<file path="src/hw/rtl/lffs_pkg.sv">
// ----------------------------------------------------------------------------
// lffs_pkg
// Shared types and constants of the link frame filter and failsafe unit.
// ----------------------------------------------------------------------------
package lffs_pkg;

  localparam int ADDR_W   = 48;
  localparam int BYTE_W   = 8;
  localparam int CNT_W    = 32;
  localparam int TMO_W    = 16;
  localparam int CMD_W    = 2;
  localparam int CFG_IDX_W = 3;

  typedef logic [ADDR_W-1:0] addr_t;
  typedef logic [BYTE_W-1:0] byte_t;
  typedef logic [CNT_W-1:0]  cnt_t;
  typedef logic [TMO_W-1:0]  tmo_t;
  typedef logic [CMD_W-1:0]  cmd_t;
  typedef logic [CFG_IDX_W-1:0] cfg_idx_t;

  // input commands
  localparam cmd_t CMD_FRAME = 2'd0;
  localparam cmd_t CMD_TICK  = 2'd1;
  localparam cmd_t CMD_STEP  = 2'd2;

  // configuration register indexes
  localparam cfg_idx_t CFG_PAD_ADDRESS  = 3'd0;
  localparam cfg_idx_t CFG_PROTO_VER    = 3'd1;
  localparam cfg_idx_t CFG_CTRL_TYPE    = 3'd2;
  localparam cfg_idx_t CFG_HELLO_TYPE   = 3'd3;
  localparam cfg_idx_t CFG_PEER_ROLE    = 3'd4;
  localparam cfg_idx_t CFG_LINK_TIMEOUT = 3'd5;
  localparam cfg_idx_t CFG_TELEM_DIV    = 3'd6;

  // a hello shorter than this carries no version byte
  localparam byte_t HELLO_MIN_VER_LEN = 8'd2;

  // depth of the queue between classifier and executor
  localparam int Q_DEPTH = 2;

  typedef struct packed {
    addr_t pad_address;
    byte_t protocol_version;
    byte_t control_type_code;
    byte_t hello_type_code;
    byte_t peer_role_code;
    tmo_t  link_timeout_ms;
    byte_t telemetry_divider;
  } cfg_t;

  typedef enum logic [2:0] {
    OP_NONE,
    OP_FOREIGN,
    OP_CONTROL,
    OP_HELLO,
    OP_ERROR,
    OP_TICK,
    OP_STEP
  } op_kind_t;

  typedef struct packed {
    op_kind_t kind;
    addr_t    addr;      // sender address of a foreign frame
    byte_t    ver;       // version byte of a hello
    logic     ver_wr;    // hello long enough to carry a version
    logic     agree;     // hello version matches ours
    logic     bad;       // hello of wrong length or role
  } op_t;

  typedef struct packed {
    logic valid;
    logic full;
  } q_stat_t;

  typedef struct packed {
    logic  link_alive;
    logic  failsafe_active;
    logic  cut_drive;
    logic  link_restored;
    logic  capture_control;
    logic  wake_telemetry;
    logic  version_agreed;
    byte_t peer_version;
    logic  protocol_error_seen;
    cnt_t  foreign_frames;
    cnt_t  protocol_errors;
    addr_t last_foreign_address;
  } res_t;

endpackage

</file>
<file path="src/hw/rtl/lffs_if.sv">
// ----------------------------------------------------------------------------
// lffs channel interfaces
// Valid/ready channels for frame items, results and configuration writes.
// ----------------------------------------------------------------------------
interface lffs_in_if
  import lffs_pkg::*;
();
  logic  valid;
  logic  ready;
  cmd_t  cmd;
  logic  sender_present;
  addr_t sender_address;
  byte_t frame_length;
  byte_t type_byte;
  byte_t version_byte;
  byte_t role_byte;

  modport source (
    output valid, cmd, sender_present, sender_address, frame_length,
           type_byte, version_byte, role_byte,
    input  ready
  );
  modport sink (
    input  valid, cmd, sender_present, sender_address, frame_length,
           type_byte, version_byte, role_byte,
    output ready
  );
endinterface

interface lffs_out_if
  import lffs_pkg::*;
();
  logic  valid;
  logic  ready;
  logic  link_alive;
  logic  failsafe_active;
  logic  cut_drive;
  logic  link_restored;
  logic  capture_control;
  logic  wake_telemetry;
  logic  version_agreed;
  byte_t peer_version;
  logic  protocol_error_seen;
  cnt_t  foreign_frames;
  cnt_t  protocol_errors;
  addr_t last_foreign_address;

  modport source (
    output valid, link_alive, failsafe_active, cut_drive, link_restored,
           capture_control, wake_telemetry, version_agreed, peer_version,
           protocol_error_seen, foreign_frames, protocol_errors,
           last_foreign_address,
    input  ready
  );
  modport sink (
    input  valid, link_alive, failsafe_active, cut_drive, link_restored,
           capture_control, wake_telemetry, version_agreed, peer_version,
           protocol_error_seen, foreign_frames, protocol_errors,
           last_foreign_address,
    output ready
  );
endinterface

interface lffs_cfg_if
  import lffs_pkg::*;
();
  logic     valid;
  logic     ready;
  cfg_idx_t index;
  addr_t    data;

  modport source (output valid, index, data, input ready);
  modport sink   (input valid, index, data, output ready);
endinterface

</file>
<file path="src/hw/rtl/lffs_cfg.sv">
// ----------------------------------------------------------------------------
// lffs_cfg
// Configuration register file, written one register per transaction.
// ----------------------------------------------------------------------------
module lffs_cfg
  import lffs_pkg::*;
(
  input  logic        clk,
  input  logic        rst_n,
  lffs_cfg_if.sink    cfg_ch,
  output cfg_t        cfg
);

  cfg_t cfg_r;
  cfg_t cfg_nxt;

  assign cfg_ch.ready = 1'b1;
  assign cfg = cfg_r;

  always_comb begin
    cfg_nxt = cfg_r;
    if (cfg_ch.valid) begin
      unique case (cfg_ch.index)
        CFG_PAD_ADDRESS:  cfg_nxt.pad_address       = cfg_ch.data;
        CFG_PROTO_VER:    cfg_nxt.protocol_version  = cfg_ch.data[BYTE_W-1:0];
        CFG_CTRL_TYPE:    cfg_nxt.control_type_code = cfg_ch.data[BYTE_W-1:0];
        CFG_HELLO_TYPE:   cfg_nxt.hello_type_code   = cfg_ch.data[BYTE_W-1:0];
        CFG_PEER_ROLE:    cfg_nxt.peer_role_code    = cfg_ch.data[BYTE_W-1:0];
        CFG_LINK_TIMEOUT: cfg_nxt.link_timeout_ms   = cfg_ch.data[TMO_W-1:0];
        CFG_TELEM_DIV:    cfg_nxt.telemetry_divider = cfg_ch.data[BYTE_W-1:0];
        default: ;  // unmapped index, write dropped
      endcase
    end
  end

  always_ff @(posedge clk) begin
    if (!rst_n) begin
      cfg_r.pad_address       <= '0;
      cfg_r.protocol_version  <= 8'd4;
      cfg_r.control_type_code <= 8'd1;
      cfg_r.hello_type_code   <= 8'd2;
      cfg_r.peer_role_code    <= 8'd1;
      cfg_r.link_timeout_ms   <= 16'd500;
      cfg_r.telemetry_divider <= 8'd1;
    end else begin
      cfg_r <= cfg_nxt;
    end
  end

endmodule

</file>
<file path="src/hw/rtl/lffs_front.sv">
// ----------------------------------------------------------------------------
// lffs_front
// Accepts input transactions and classifies each into an operation.
// ----------------------------------------------------------------------------
module lffs_front
  import lffs_pkg::*;
#(
  parameter int CONTROL_FRAME_LEN = 16,
  parameter int HELLO_FRAME_LEN   = 8
) (
  input  cfg_t        cfg,
  lffs_in_if.sink     in_ch,
  input  q_stat_t     q_stat,
  output logic        push,
  output op_t         push_op
);

  localparam byte_t CTRL_LEN  = BYTE_W'(CONTROL_FRAME_LEN);
  localparam byte_t HELLO_LEN = BYTE_W'(HELLO_FRAME_LEN);

  assign in_ch.ready = !q_stat.full;
  assign push        = in_ch.valid && !q_stat.full;

  always_comb begin
    push_op        = '0;
    push_op.kind   = OP_NONE;
    push_op.addr   = in_ch.sender_address;
    push_op.ver    = in_ch.version_byte;
    push_op.ver_wr = in_ch.frame_length >= HELLO_MIN_VER_LEN;
    push_op.agree  = in_ch.version_byte == cfg.protocol_version;
    push_op.bad    = (in_ch.frame_length != HELLO_LEN) ||
                     (in_ch.role_byte != cfg.peer_role_code);
    unique case (in_ch.cmd)
      CMD_FRAME: begin
        priority if (!in_ch.sender_present) begin
          push_op.kind = OP_NONE;
        end else if (in_ch.sender_address != cfg.pad_address) begin
          push_op.kind = OP_FOREIGN;
        end else if (in_ch.frame_length == '0) begin
          push_op.kind = OP_NONE;
        end else if (in_ch.type_byte == cfg.control_type_code) begin
          push_op.kind = (in_ch.frame_length == CTRL_LEN) ? OP_CONTROL : OP_ERROR;
        end else if (in_ch.type_byte == cfg.hello_type_code) begin
          push_op.kind = OP_HELLO;
        end else begin
          push_op.kind = OP_ERROR;
        end
      end
      CMD_TICK: push_op.kind = OP_TICK;
      CMD_STEP: push_op.kind = OP_STEP;
      default:  push_op.kind = OP_NONE;
    endcase
  end

endmodule

</file>
<file path="src/hw/rtl/lffs_queue.sv">
// ----------------------------------------------------------------------------
// lffs_queue
// Short first-in first-out queue of classified operations.
// ----------------------------------------------------------------------------
module lffs_queue
  import lffs_pkg::*;
(
  input  logic    clk,
  input  logic    rst_n,
  input  logic    push,
  input  op_t     push_op,
  input  logic    pop,
  output op_t     head_op,
  output q_stat_t q_stat
);

  localparam int PTR_W = (Q_DEPTH > 1) ? $clog2(Q_DEPTH) : 1;
  localparam int CNT_QW = $clog2(Q_DEPTH + 1);
  localparam logic [PTR_W-1:0] LAST = PTR_W'(Q_DEPTH - 1);

  op_t                slot_r [Q_DEPTH];
  logic [PTR_W-1:0]   wr_ptr_r, wr_ptr_nxt;
  logic [PTR_W-1:0]   rd_ptr_r, rd_ptr_nxt;
  logic [CNT_QW-1:0]  count_r, count_nxt;

  assign head_op      = slot_r[rd_ptr_r];
  assign q_stat.valid = count_r != '0;
  assign q_stat.full  = count_r == CNT_QW'(Q_DEPTH);

  always_comb begin
    wr_ptr_nxt = wr_ptr_r;
    rd_ptr_nxt = rd_ptr_r;
    count_nxt  = count_r;
    if (push) begin
      wr_ptr_nxt = (wr_ptr_r == LAST) ? '0 : wr_ptr_r + 1'b1;
    end
    if (pop) begin
      rd_ptr_nxt = (rd_ptr_r == LAST) ? '0 : rd_ptr_r + 1'b1;
    end
    if (push && !pop) begin
      count_nxt = count_r + 1'b1;
    end else if (pop && !push) begin
      count_nxt = count_r - 1'b1;
    end
  end

  always_ff @(posedge clk) begin
    if (!rst_n) begin
      wr_ptr_r <= '0;
      rd_ptr_r <= '0;
      count_r  <= '0;
    end else begin
      wr_ptr_r <= wr_ptr_nxt;
      rd_ptr_r <= rd_ptr_nxt;
      count_r  <= count_nxt;
    end
  end

  always_ff @(posedge clk) begin
    if (push) begin
      slot_r[wr_ptr_r] <= push_op;
    end
  end

endmodule

</file>
<file path="src/hw/rtl/lffs_back.sv">
// ----------------------------------------------------------------------------
// lffs_back
// Executes queued operations on the link state and registers each result.
// ----------------------------------------------------------------------------
module lffs_back
  import lffs_pkg::*;
(
  input  logic        clk,
  input  logic        rst_n,
  input  cfg_t        cfg,
  input  q_stat_t     q_stat,
  input  op_t         head_op,
  output logic        pop,
  lffs_out_if.source  out_ch
);

  cnt_t  now_r, now_nxt;
  cnt_t  last_r, last_nxt;
  logic  peer_seen_r, peer_seen_nxt;
  logic  agreed_r, agreed_nxt;
  byte_t peer_ver_r, peer_ver_nxt;
  logic  latch_r, latch_nxt;
  logic  alive_r, alive_nxt;
  byte_t phase_r, phase_nxt;
  cnt_t  foreign_r, foreign_nxt;
  cnt_t  err_r, err_nxt;
  addr_t faddr_r, faddr_nxt;

  logic  out_valid_r;
  res_t  res_r, res_nxt;

  cnt_t              gap;
  logic              alive_now;
  byte_t             div;
  logic [BYTE_W:0]   phase_inc;

  // the output register frees up when empty or being taken this cycle
  assign pop = q_stat.valid && (!out_valid_r || out_ch.ready);

  assign gap       = now_r - last_r;
  assign alive_now = peer_seen_r && agreed_r && (gap < CNT_W'(cfg.link_timeout_ms));
  assign div       = (cfg.telemetry_divider == '0) ? BYTE_W'(1) : cfg.telemetry_divider;
  assign phase_inc = {1'b0, phase_r} + 1'b1;

  always_comb begin
    now_nxt       = now_r;
    last_nxt      = last_r;
    peer_seen_nxt = peer_seen_r;
    agreed_nxt    = agreed_r;
    peer_ver_nxt  = peer_ver_r;
    latch_nxt     = latch_r;
    alive_nxt     = alive_r;
    phase_nxt     = phase_r;
    foreign_nxt   = foreign_r;
    err_nxt       = err_r;
    faddr_nxt     = faddr_r;
    res_nxt       = '0;

    unique case (head_op.kind)
      OP_NONE: ;
      OP_FOREIGN: begin
        faddr_nxt   = head_op.addr;
        foreign_nxt = foreign_r + 1'b1;
      end
      OP_CONTROL: begin
        res_nxt.capture_control = 1'b1;
        last_nxt      = now_r;
        peer_seen_nxt = 1'b1;
        if (phase_inc >= {1'b0, div}) begin
          phase_nxt              = '0;
          res_nxt.wake_telemetry = 1'b1;
        end else begin
          phase_nxt = phase_inc[BYTE_W-1:0];
        end
      end
      OP_HELLO: begin
        if (head_op.ver_wr) begin
          peer_ver_nxt = head_op.ver;
          agreed_nxt   = head_op.agree;
        end
        if (head_op.bad) begin
          err_nxt = err_r + 1'b1;
        end
      end
      OP_ERROR: err_nxt = err_r + 1'b1;
      OP_TICK:  now_nxt = now_r + 1'b1;
      OP_STEP: begin
        alive_nxt = alive_now;
        if (alive_now && latch_r) begin
          latch_nxt             = 1'b0;
          res_nxt.link_restored = 1'b1;
        end else if (!alive_now && !latch_r) begin
          latch_nxt         = 1'b1;
          res_nxt.cut_drive = 1'b1;
        end
      end
      default: ;
    endcase

    res_nxt.link_alive           = alive_nxt;
    res_nxt.failsafe_active      = latch_nxt;
    res_nxt.version_agreed       = agreed_nxt;
    res_nxt.peer_version         = peer_ver_nxt;
    res_nxt.protocol_error_seen  = err_nxt != '0;
    res_nxt.foreign_frames       = foreign_nxt;
    res_nxt.protocol_errors      = err_nxt;
    res_nxt.last_foreign_address = faddr_nxt;
  end

  always_ff @(posedge clk) begin
    if (!rst_n) begin
      now_r       <= '0;
      last_r      <= '0;
      peer_seen_r <= 1'b0;
      agreed_r    <= 1'b0;
      peer_ver_r  <= '0;
      latch_r     <= 1'b0;
      alive_r     <= 1'b0;
      phase_r     <= '0;
      foreign_r   <= '0;
      err_r       <= '0;
      faddr_r     <= '0;
      out_valid_r <= 1'b0;
    end else begin
      if (pop) begin
        now_r       <= now_nxt;
        last_r      <= last_nxt;
        peer_seen_r <= peer_seen_nxt;
        agreed_r    <= agreed_nxt;
        peer_ver_r  <= peer_ver_nxt;
        latch_r     <= latch_nxt;
        alive_r     <= alive_nxt;
        phase_r     <= phase_nxt;
        foreign_r   <= foreign_nxt;
        err_r       <= err_nxt;
        faddr_r     <= faddr_nxt;
        out_valid_r <= 1'b1;
      end else if (out_ch.ready) begin
        out_valid_r <= 1'b0;
      end
    end
  end

  always_ff @(posedge clk) begin
    if (pop) begin
      res_r <= res_nxt;
    end
  end

  assign out_ch.valid                = out_valid_r;
  assign out_ch.link_alive           = res_r.link_alive;
  assign out_ch.failsafe_active      = res_r.failsafe_active;
  assign out_ch.cut_drive            = res_r.cut_drive;
  assign out_ch.link_restored        = res_r.link_restored;
  assign out_ch.capture_control      = res_r.capture_control;
  assign out_ch.wake_telemetry       = res_r.wake_telemetry;
  assign out_ch.version_agreed       = res_r.version_agreed;
  assign out_ch.peer_version         = res_r.peer_version;
  assign out_ch.protocol_error_seen  = res_r.protocol_error_seen;
  assign out_ch.foreign_frames       = res_r.foreign_frames;
  assign out_ch.protocol_errors      = res_r.protocol_errors;
  assign out_ch.last_foreign_address = res_r.last_foreign_address;

endmodule

</file>
<file path="src/hw/rtl/link_frame_filter_failsafe_unit.sv">
// ----------------------------------------------------------------------------
// link_frame_filter_failsafe_unit
// Radio frame header filter and link failsafe supervisor, top level.
// ----------------------------------------------------------------------------
// Every input transaction (frame header, millisecond tick or control step)
// yields exactly one result transaction, in order. The unit takes one
// transaction per clock cycle unless the output stalls; an accepted input is
// queued, and its result is then registered in the output register. The
// classifier feeds a two-entry queue, and the executor drains it into a
// single output register, so input stays ready until that queue fills behind
// a stalled output. Configuration writes take effect on the next cycle; the
// user must make them only while the unit is idle; the unit does not check.
module link_frame_filter_failsafe_unit
  import lffs_pkg::*;
#(
  parameter int CONTROL_FRAME_LEN = 16,
  parameter int HELLO_FRAME_LEN   = 8
) (
  input  logic        clk,
  input  logic        rst_n,
  lffs_in_if.sink     in_ch,
  lffs_out_if.source  out_ch,
  lffs_cfg_if.sink    cfg_ch
);

  cfg_t    cfg;
  q_stat_t q_stat;
  logic    push;
  op_t     push_op;
  logic    pop;
  op_t     head_op;

  lffs_cfg u_cfg (
    .clk    (clk),
    .rst_n  (rst_n),
    .cfg_ch (cfg_ch),
    .cfg    (cfg)
  );

  lffs_front #(
    .CONTROL_FRAME_LEN (CONTROL_FRAME_LEN),
    .HELLO_FRAME_LEN   (HELLO_FRAME_LEN)
  ) u_front (
    .cfg     (cfg),
    .in_ch   (in_ch),
    .q_stat  (q_stat),
    .push    (push),
    .push_op (push_op)
  );

  lffs_queue u_queue (
    .clk     (clk),
    .rst_n   (rst_n),
    .push    (push),
    .push_op (push_op),
    .pop     (pop),
    .head_op (head_op),
    .q_stat  (q_stat)
  );

  lffs_back u_back (
    .clk     (clk),
    .rst_n   (rst_n),
    .cfg     (cfg),
    .q_stat  (q_stat),
    .head_op (head_op),
    .pop     (pop),
    .out_ch  (out_ch)
  );

`ifndef SYNTHESIS
  // executor never drains an empty queue
  a_pop_nonempty: assert property (@(posedge clk) disable iff (!rst_n)
    pop |-> q_stat.valid)
    else $error("pop from empty queue");

  // a drive cut leaves the failsafe engaged
  a_cut_latched: assert property (@(posedge clk) disable iff (!rst_n)
    (out_ch.valid && out_ch.cut_drive) |-> out_ch.failsafe_active)
    else $error("cut_drive without failsafe");

  // a restore only happens on a live link with the latch released
  a_restore_alive: assert property (@(posedge clk) disable iff (!rst_n)
    (out_ch.valid && out_ch.link_restored) |->
      (out_ch.link_alive && !out_ch.failsafe_active && !out_ch.cut_drive))
    else $error("link_restored on dead link");

  // a transaction accepted with an empty queue reaches the executor next cycle
  a_queue_forward: assert property (@(posedge clk) disable iff (!rst_n)
    (push && !q_stat.valid) |=> q_stat.valid)
    else $error("queued transaction lost");
`endif

endmodule

</file>
<file path="src/flat_wrapper.sv">
// flat-port wrapper written by rule: the top's interface ports become plain ports
module link_frame_filter_failsafe_unit_flat import lffs_pkg::*;
#(
  parameter int CONTROL_FRAME_LEN = 16,
  parameter int HELLO_FRAME_LEN   = 8
)
  (clk, rst_n, in_ch_valid, in_ch_cmd, in_ch_sender_present, in_ch_sender_address, in_ch_frame_length, in_ch_type_byte, in_ch_version_byte, in_ch_role_byte, in_ch_ready, out_ch_valid, out_ch_link_alive, out_ch_failsafe_active, out_ch_cut_drive, out_ch_link_restored, out_ch_capture_control, out_ch_wake_telemetry, out_ch_version_agreed, out_ch_peer_version, out_ch_protocol_error_seen, out_ch_foreign_frames, out_ch_protocol_errors, out_ch_last_foreign_address, out_ch_ready, cfg_ch_valid, cfg_ch_index, cfg_ch_data, cfg_ch_ready);
  lffs_in_if in_ch_i ();
  lffs_out_if out_ch_i ();
  lffs_cfg_if cfg_ch_i ();
  input  logic clk;
  input  logic rst_n;
  input wire logic [$bits(in_ch_i.valid)-1:0] in_ch_valid;
  input wire logic [$bits(in_ch_i.cmd)-1:0] in_ch_cmd;
  input wire logic [$bits(in_ch_i.sender_present)-1:0] in_ch_sender_present;
  input wire logic [$bits(in_ch_i.sender_address)-1:0] in_ch_sender_address;
  input wire logic [$bits(in_ch_i.frame_length)-1:0] in_ch_frame_length;
  input wire logic [$bits(in_ch_i.type_byte)-1:0] in_ch_type_byte;
  input wire logic [$bits(in_ch_i.version_byte)-1:0] in_ch_version_byte;
  input wire logic [$bits(in_ch_i.role_byte)-1:0] in_ch_role_byte;
  output wire logic [$bits(in_ch_i.ready)-1:0] in_ch_ready;
  output wire logic [$bits(out_ch_i.valid)-1:0] out_ch_valid;
  output wire logic [$bits(out_ch_i.link_alive)-1:0] out_ch_link_alive;
  output wire logic [$bits(out_ch_i.failsafe_active)-1:0] out_ch_failsafe_active;
  output wire logic [$bits(out_ch_i.cut_drive)-1:0] out_ch_cut_drive;
  output wire logic [$bits(out_ch_i.link_restored)-1:0] out_ch_link_restored;
  output wire logic [$bits(out_ch_i.capture_control)-1:0] out_ch_capture_control;
  output wire logic [$bits(out_ch_i.wake_telemetry)-1:0] out_ch_wake_telemetry;
  output wire logic [$bits(out_ch_i.version_agreed)-1:0] out_ch_version_agreed;
  output wire logic [$bits(out_ch_i.peer_version)-1:0] out_ch_peer_version;
  output wire logic [$bits(out_ch_i.protocol_error_seen)-1:0] out_ch_protocol_error_seen;
  output wire logic [$bits(out_ch_i.foreign_frames)-1:0] out_ch_foreign_frames;
  output wire logic [$bits(out_ch_i.protocol_errors)-1:0] out_ch_protocol_errors;
  output wire logic [$bits(out_ch_i.last_foreign_address)-1:0] out_ch_last_foreign_address;
  input wire logic [$bits(out_ch_i.ready)-1:0] out_ch_ready;
  input wire logic [$bits(cfg_ch_i.valid)-1:0] cfg_ch_valid;
  input wire logic [$bits(cfg_ch_i.index)-1:0] cfg_ch_index;
  input wire logic [$bits(cfg_ch_i.data)-1:0] cfg_ch_data;
  output wire logic [$bits(cfg_ch_i.ready)-1:0] cfg_ch_ready;
  assign in_ch_i.valid = in_ch_valid;
  assign in_ch_i.cmd = in_ch_cmd;
  assign in_ch_i.sender_present = in_ch_sender_present;
  assign in_ch_i.sender_address = in_ch_sender_address;
  assign in_ch_i.frame_length = in_ch_frame_length;
  assign in_ch_i.type_byte = in_ch_type_byte;
  assign in_ch_i.version_byte = in_ch_version_byte;
  assign in_ch_i.role_byte = in_ch_role_byte;
  assign in_ch_ready = in_ch_i.ready;
  assign out_ch_valid = out_ch_i.valid;
  assign out_ch_link_alive = out_ch_i.link_alive;
  assign out_ch_failsafe_active = out_ch_i.failsafe_active;
  assign out_ch_cut_drive = out_ch_i.cut_drive;
  assign out_ch_link_restored = out_ch_i.link_restored;
  assign out_ch_capture_control = out_ch_i.capture_control;
  assign out_ch_wake_telemetry = out_ch_i.wake_telemetry;
  assign out_ch_version_agreed = out_ch_i.version_agreed;
  assign out_ch_peer_version = out_ch_i.peer_version;
  assign out_ch_protocol_error_seen = out_ch_i.protocol_error_seen;
  assign out_ch_foreign_frames = out_ch_i.foreign_frames;
  assign out_ch_protocol_errors = out_ch_i.protocol_errors;
  assign out_ch_last_foreign_address = out_ch_i.last_foreign_address;
  assign out_ch_i.ready = out_ch_ready;
  assign cfg_ch_i.valid = cfg_ch_valid;
  assign cfg_ch_i.index = cfg_ch_index;
  assign cfg_ch_i.data = cfg_ch_data;
  assign cfg_ch_ready = cfg_ch_i.ready;
  link_frame_filter_failsafe_unit #(.CONTROL_FRAME_LEN(CONTROL_FRAME_LEN), .HELLO_FRAME_LEN(HELLO_FRAME_LEN)) u_core (.clk(clk), .rst_n(rst_n), .in_ch(in_ch_i), .out_ch(out_ch_i), .cfg_ch(cfg_ch_i));
endmodule
</file>
<file path="config.mk">
export PLATFORM = sky130hd
export DESIGN_NAME = link_frame_filter_failsafe_unit_flat
export DESIGN_NICKNAME = d
export VERILOG_FILES = /design/src/hw/rtl/lffs_pkg.sv /design/src/hw/rtl/lffs_if.sv /design/src/hw/rtl/lffs_cfg.sv /design/src/hw/rtl/lffs_front.sv /design/src/hw/rtl/lffs_queue.sv /design/src/hw/rtl/lffs_back.sv /design/src/hw/rtl/link_frame_filter_failsafe_unit.sv /design/src/flat_wrapper.sv
export SDC_FILE = /design/constraint.sdc
export NUM_CORES = 1
export LEC_CHECK = 0
export ABC_AREA = 0
export ABC_CLOCK_PERIOD_IN_PS = 14300
export BUFFER_PORTS_ARGS = -buffer_cell sky130_fd_sc_hd__buf_2
export CORE_MARGIN = 3
export CORE_UTILIZATION = 40
export CTS_BUF_LIST = sky130_fd_sc_hd__clkbuf_2 sky130_fd_sc_hd__clkbuf_4 sky130_fd_sc_hd__clkbuf_8
export CTS_CLUSTER_SIZE = 20
export DETAILED_ROUTE_END_ITERATION = 8
export HOLD_SLACK_MARGIN = 0.15
export SLEW_MARGIN = 20
export SYNTH_ARGS = -nofsm -noshare
export SYNTH_HDL_FRONTEND = slang
export SYNTH_SLANG_ARGS = --single-unit
export TNS_END_PERCENT = 10
</file>
<file path="constraint.sdc">
create_clock -name clk -period 14.3 [get_ports clk]
set_input_delay 2.145 -clock clk [delete_from_list [all_inputs] [get_ports clk]]
set_output_delay 2.145 -clock clk [all_outputs]
set_load 0.02 [all_outputs]
</file>
Yosys cells after proc, flatten, opt, wreduce, memory -nomap -nowiden
Memories as Yosys holds them, arrays and structs flattened. A register that Yosys moved wholly into a read port is not among the register bits.
Index checks and enable logic that the tools add are counted.
{ "totals": {"ramBits": 124, "mem_count": 1, "ff_bits": 433} }
{ "memory_table": {"columns": ["memory", "depth", "word_bits", "read_ports", "rd_clocked_by_memory_dff", "wr", "line", "source"], "rows": [
  ["u_core.u_queue.slot_r", 2, 62, 1, 1, 1, "lffs_queue.sv:21", "op_t slot_r [Q_DEPTH];"]
]} }
{ "classes": {"n_addsub": 9, "magnitude_cmp": 3, "n_reduce_logical": 34, "n_bitwise": 1, "eq_ne": 22, "muxes": 35} }
{ "op_table": {"columns": ["op", "n"], "rows": [
  ["adder 32 x 1 -> 32 bit, second input constant", 3],
  ["two-way mux 32 bit", 2],
  ["one-hot mux 32 bit (2 select lines)", 1],
  ["two-way mux 48 bit", 1],
  ["inequality test 48 bit", 1],
  ["< comparator 32 x 16 -> 1 bit", 1],
  ["two-way mux 8 bit", 4],
  ["nonzero test 32 bit", 1],
  ["subtractor 32 bit", 1],
  ["== test 8 bit", 3],
  ["== test 3 bit, second input constant", 6],
  ["two-way mux 3 bit", 6],
  ["AND reduction 2 bit", 9],
  ["two-way mux 1 bit", 17],
  ["logical NOT 8 bit", 2],
  ["== test 3 x 2 -> 1 bit, second input constant", 4],
  ["adder 8 x 1 -> 9 bit, second input constant", 1],
  [">= comparator 9 x 8 -> 1 bit", 1],
  ["one-hot mux 3 bit (3 select lines)", 1],
  ["== test 8 x 5 -> 1 bit, second input constant", 1],
  [">= comparator 8 x 2 -> 1 bit, second input constant", 1],
  ["logical AND 1 bit", 8],
  ["inequality test 8 x 4 -> 1 bit, second input constant", 1],
  ["inequality test 8 bit", 1],
  ["14 further kinds", 27]
]} }

Longest topological paths before layout
{ "logic_depth": {"depth_word": 8, "mapped_depth": 20} }

Modules after synthesis
Synthesis repeated with hierarchy kept, for this count alone.
{ "unflattened": {"cells_unflattened": 2534, "area_unflattened_um2": 26416.6} }
{ "modules_own_cells": {"columns": ["mod", "n_inst", "cells_per_inst", "seq_area_each_um2", "area_each_um2"], "rows": [
  ["lffs_back", 1, 1722, 7787.5, 16179.3],
  ["lffs_queue", 1, 215, 3823.7, 4715.8],
  ["lffs_cfg", 1, 408, 2082.0, 4030.1],
  ["lffs_front", 1, 189, 0.0, 1491.4]
]} }

Worst setup path after synthesis
Ideal clock, no wire load.
{ "synth_path": {"kind": "input to register", "startpoint": "in out_ch_ready", "endpoint": "reg u_core.u_back.res_r (netlist bit u_core.u_back.out_ch.capture_control) (enable)", "slack_ps": 7270, "stages": 5, "arrival_ps": 6488, "cell_sequence": "nand2b_1 -> o21ai_1 -> clkinv_1 -> clkbuf_1 -> clkbuf_1"} }
{ "synth_between": {"elab_chain_len": 2} }
{ "synth_lines": {"columns": ["element", "line", "source"], "rows": [
  ["from (decl)", "flat_wrapper.sv:35", "input wire logic [$bits(out_ch_i.ready)-1:0] out_ch_ready;"],
  ["logical OR 1 bit", "lffs_back.sv:38", "assign pop = q_stat.valid && (!out_valid_r || out_ch.ready);"],
  ["logical AND 1 bit", "lffs_back.sv:38", null],
  ["via u_core.pop", "link_frame_filter_failsafe_unit.sv:30", "logic pop;"],
  ["to (signal assigned)", "lffs_back.sv:146", "res_r <= res_nxt;"],
  ["to (decl)", "lffs_back.sv:30", "res_t res_r, res_nxt;"]
]} }
The timed path passes the listed nets, and every way through them passes these cells.
A chain may end at the register's enable or synchronous reset.

Worst setup path after layout
{ "layout_path": {"startpoint": "reg u_core.u_back.now_r[0]", "endpoint": "reg u_core.u_back.res_r (netlist bit u_core.u_back.out_ch.failsafe_active), data pin"} }
{ "layout_between": {"elab_chain_len": 8} }
{ "layout_lines": {"columns": ["element", "line", "source"], "rows": [
  ["from (decl)", "lffs_back.sv:17", "cnt_t now_r, now_nxt;"],
  ["from (signal assigned)", "lffs_back.sv:126", "now_r <= now_nxt;"],
  ["subtractor 32 bit (*)", "lffs_back.sv:40", "assign gap = now_r - last_r;"],
  ["< comparator 32 x 16 -> 1 bit (*)", "lffs_back.sv:41", "assign alive_now = peer_seen_r && agreed_r && (gap < CNT_W'(cfg.link_timeout_ms));"],
  ["logical AND 1 bit (*)", "lffs_back.sv:41", null],
  ["logical NOT 1 bit", "lffs_back.sv:92", "end else if (!alive_now && !latch_r) begin"],
  ["logical AND 1 bit", "lffs_back.sv:92", null],
  ["two-way mux 1 bit", "lffs_back.sv:92", null],
  ["two-way mux 1 bit (*)", "lffs_back.sv:89", "if (alive_now && latch_r) begin"],
  ["two-way mux 1 bit (*)", "lffs_back.sv:59", "unique case (head_op.kind)"],
  ["via u_core.u_back.latch_nxt", "lffs_back.sv:22", "logic latch_r, latch_nxt;"]
]} }
The timed path passes the listed nets; every way through them passes the cells marked *.

==> out/metrics.yaml <==
yosysWarnings: 0
fin_total_pwr_mw: 4.611
rows: 93
post-cts-setup-buffers: 0
drtIter0Drc: 1368
ff_latch_area_sq_um: 13700
place.port_buffers: 268
ys_seq_area_share_pct: 52.19
rsz0062_at_grt: "no"
power.switching_mw: 1.491
swShare_pct: 32.33
cts_htree_levels: 3
cts_sinks: 558
power.density_nw_per_um2: 151.5
tritoncts: "yes"
cap_viol_max_count: 0
yosysTopAreaCellShare_pct: 28.84
p_int_mw: 3.120
syn_area_sq_um: 26240
synth-edff-count: 252
start_util_pct: 40.55
die_w_um: 262.1
synthArstFlopShare_pct: 0
chipHeight_um: 262.1
antenna_found_initial: 12
path_clk_slew_ps: 60
power_frac_seq_pct: 45.4
max-clock-path-buffers: 3
drive_gt1_share_pct: 16.62
combinationalPowerShare_pct: 21.6
worst_slew_pin_slew_ps: 1045
grt.overflow.total: 0
arrival_ps: 5580
finish.utilization_pct: 47.06
hold_path.class: "register to register"
ios: 270
cp_slowest_cell: "or4_1"
finalSetupViolCount: 0
multi_input_area_sq_um: 11830
gp_congestion: 0.8641
synthTopCellsByArea: "edfxtp_1, dfxtp_1, nand2_1"
avgSynthCellArea_sq_um: 9.938
first_pass_iters: 5
vias_per_cell: 5.182
cts_hold_buf: 0
dp_hpwl_um: 49080
clockRootBuffer: "clkbuf_8"
worstPathRequired_ps: 14700
p_clk_share_pct: 33.0
grt_pass1_vias: 19920
vias: 19950
drv_slew: 0
placed_area_sq_um: 28350
ys.flop_type: "dfxtp_1"
crit_path_cell_trace: "inv_1 -> ha_1 -> fa_1 -> nand2b_1 -> a21oi_1 -> o21ai_1 -> nand2_1 -> a21oi_1 -> xnor2_1 -> ha_1 -> o21ai_0 -> nor2_1 -> a2111oi_0 -> nand4_1 -> nor4_1 -> nand4_1 -> or4_1 -> nor4_2 -> a21oi_1"
fill_cells: 6124
crit_top_cell: "a21oi_1"
outcome: "finished, final reports clean"
worstPathMaxFanout: 6
min_period_ps: 5177
critPathMaxStageDelay_ps: 510
synth_cell_type_count: 92
synth_top_cells_by_count: "nand2_1, dfxtp_1, edfxtp_1"
drc: 0
syn_nets: 2841
p_leak_nw: 11.32
grt_max_degree: 133
crit_type: "register to register"
insertion_delay_ps: 690
slew_headroom_pct: 30.35
post_cts_resize_count: 0
dieArea_sq_um: 68700
nNetsFinal: 3102
wirelength_um: 70170
area_growth_pct: 16.04
setup_slack_ps: 9123
endpoint_kind: "register"
grtUsageTotal_pct: 20.17
setup_tns_ps: 0
fin_area_sq_um: 30440
yosysMostFrequentCell: "nand2_1"
synth_cells: 2640
ir_drop_mv: 0.1210
clock_skew_ps: 31.83
grt_pass1_wl_um: 109000
synth_area_leader_cell: "edfxtp_1"
max_freq_mhz: 193.2
ant_nets: 0
timing.final.hold_violations: 0
preCtsSetupSlack_ps: 8633
period_share_pct: 36.20
cp-start-kind: "register"
cts_buffers: 96
ys_ff_latch: 558
drt-wirelength-per-cell_um: 18.23
core_region_area_sq_um: 64700
==> layer usage <==
| metal | part of all wire [%] | GRT usage, % | routed length [um] |
|---|---|---|---|
| met1 | 44 | 25.40 | 30730 |
| met2 | 48 | 34.36 | 33720 |
| met3 | 5.3 | 3.797 | 3687 |
| met4 | 2.8 | 7.688 | 1967 |
| met5 | 0.091 | 0 | 64 |
==> flip-flops by register name, summed over array words and instances, names as in the netlist, 2 cells and up, named ones only <==
name,count
u_core.u_queue.count_r,2
u_core.u_back.foreign_r,32
u_core.u_back.out_ch.foreign_frames,32
u_core.u_back.peer_ver_r,8
u_core.u_queue.slot_r,124
u_core.u_back.last_r,32
u_core.u_back.phase_r,8
u_core.u_cfg.cfg,104
u_core.u_back.out_ch.last_foreign_address,48
u_core.u_back.out_ch.protocol_errors,32
u_core.u_back.out_ch.peer_version,8
u_core.u_back.err_r,32
u_core.u_back.faddr_r,48
u_core.u_back.now_r,32
==> cells by family (layout without fill, tap and decap cells) <==
group / count (synthesis) / after routing / share of synthesized area, %
multiplexers: 71 / 71 / 2.785
adder cells (fa/ha/maj): 62 / 62 / 2.985
other: 1 / 11 / 0.01429
buffers and inverters: 198 / 542 / 2.914
XOR/XNOR: 243 / 243 / 8.112
flip-flops: 558 / 558 / 52.19
AO/OA/AOI/OAI: 474 / 474 / 12.36
AND/OR/NAND/NOR: 1033 / 1033 / 18.64
==> power by group through the flow <==
stage | combinational, mW | clock, mW | sequential, mW
2_1_floorplan | 0.480 | 0 | 2.30
3_3_place_gp | 0.992 | 0 | 2.12
3_5_place_dp | 1.01 | 0 | 2.13
4_1_cts | 1.01 | 1.57 | 2.10
5_1_grt | 1.08 | 1.64 | 2.11
6_report | 0.997 | 1.52 | 2.09
==> worst max-delay path: cells and delay by family (launching register included) <==
kind                       cells  cell delay (ps)
xor gates and xnor gates       1              180
DFF                            1              390
adders and majority gates      3              920
AOI/OAI and AO/OA              6             1160
buffers and inverters          1              100
and+or+nand+nor                8             2130
==> through the flow <==
| stage | std cells | hold WS, ps |
|---|---|---|
| floorplan | 2640 | 433.0 |
| global route | 3846 | 486.9 |
| global placement | 3658 | 440.2 |
| detailed placement | 3658 | 459.3 |
| CTS | 3839 | 467.4 |
| finish | 3849 | 464.9 |
==> layout make-up <==
class	count	area share [%]
antenna	10	0.08220
multi-input combinational	1884	38.84
inverter	77	0.9740
sequential	558	44.99
clock inverter	34	0.8918
timing repair buffer	284	4.821
clock buffer	147	5.885
tap	855	3.514
==> path summary, 6_finish.rpt <==
path	start	endpoint	slack, ps	cells after the start
worst max-delay path	u_core.u_back.now_r[0]	u_core.u_back.out_ch.failsafe_active	9120	19
worst max register to register	u_core.u_back.now_r[0]	u_core.u_back.out_ch.failsafe_active	9120	19
worst min-delay path	u_core.u_back.faddr_r[13]	u_core.u_back.faddr_r[13]	460	2
worst min register to register	u_core.u_back.faddr_r[13]	u_core.u_back.faddr_r[13]	460	2
==> cell usage in the layout, fill, tap and decap left out, drive strengths merged, types with 7 or more instances in the layout <==
cell type,netlist,final
clkbuf,98,147
xor2,61,61
and4,9,9
diode,0,10
mux2i,65,65
a21oi,62,62
nand3,63,63
and2,85,85
a21o,18,18
ha,61,61
dfxtp,306,306
nand2,562,562
nor3,36,36
nor2b,11,11
buf,23,284
a31oi,7,7
or3,32,32
o21ai,94,94
a21boi,209,209
inv,76,81
edfxtp,252,252
xnor2,182,182
clkinv,1,24
nor4,21,21
and3,24,24
nand4,53,53
nand2b,12,12
o211ai,22,22
nor2,96,96
(Power assumes the default switching activity.)
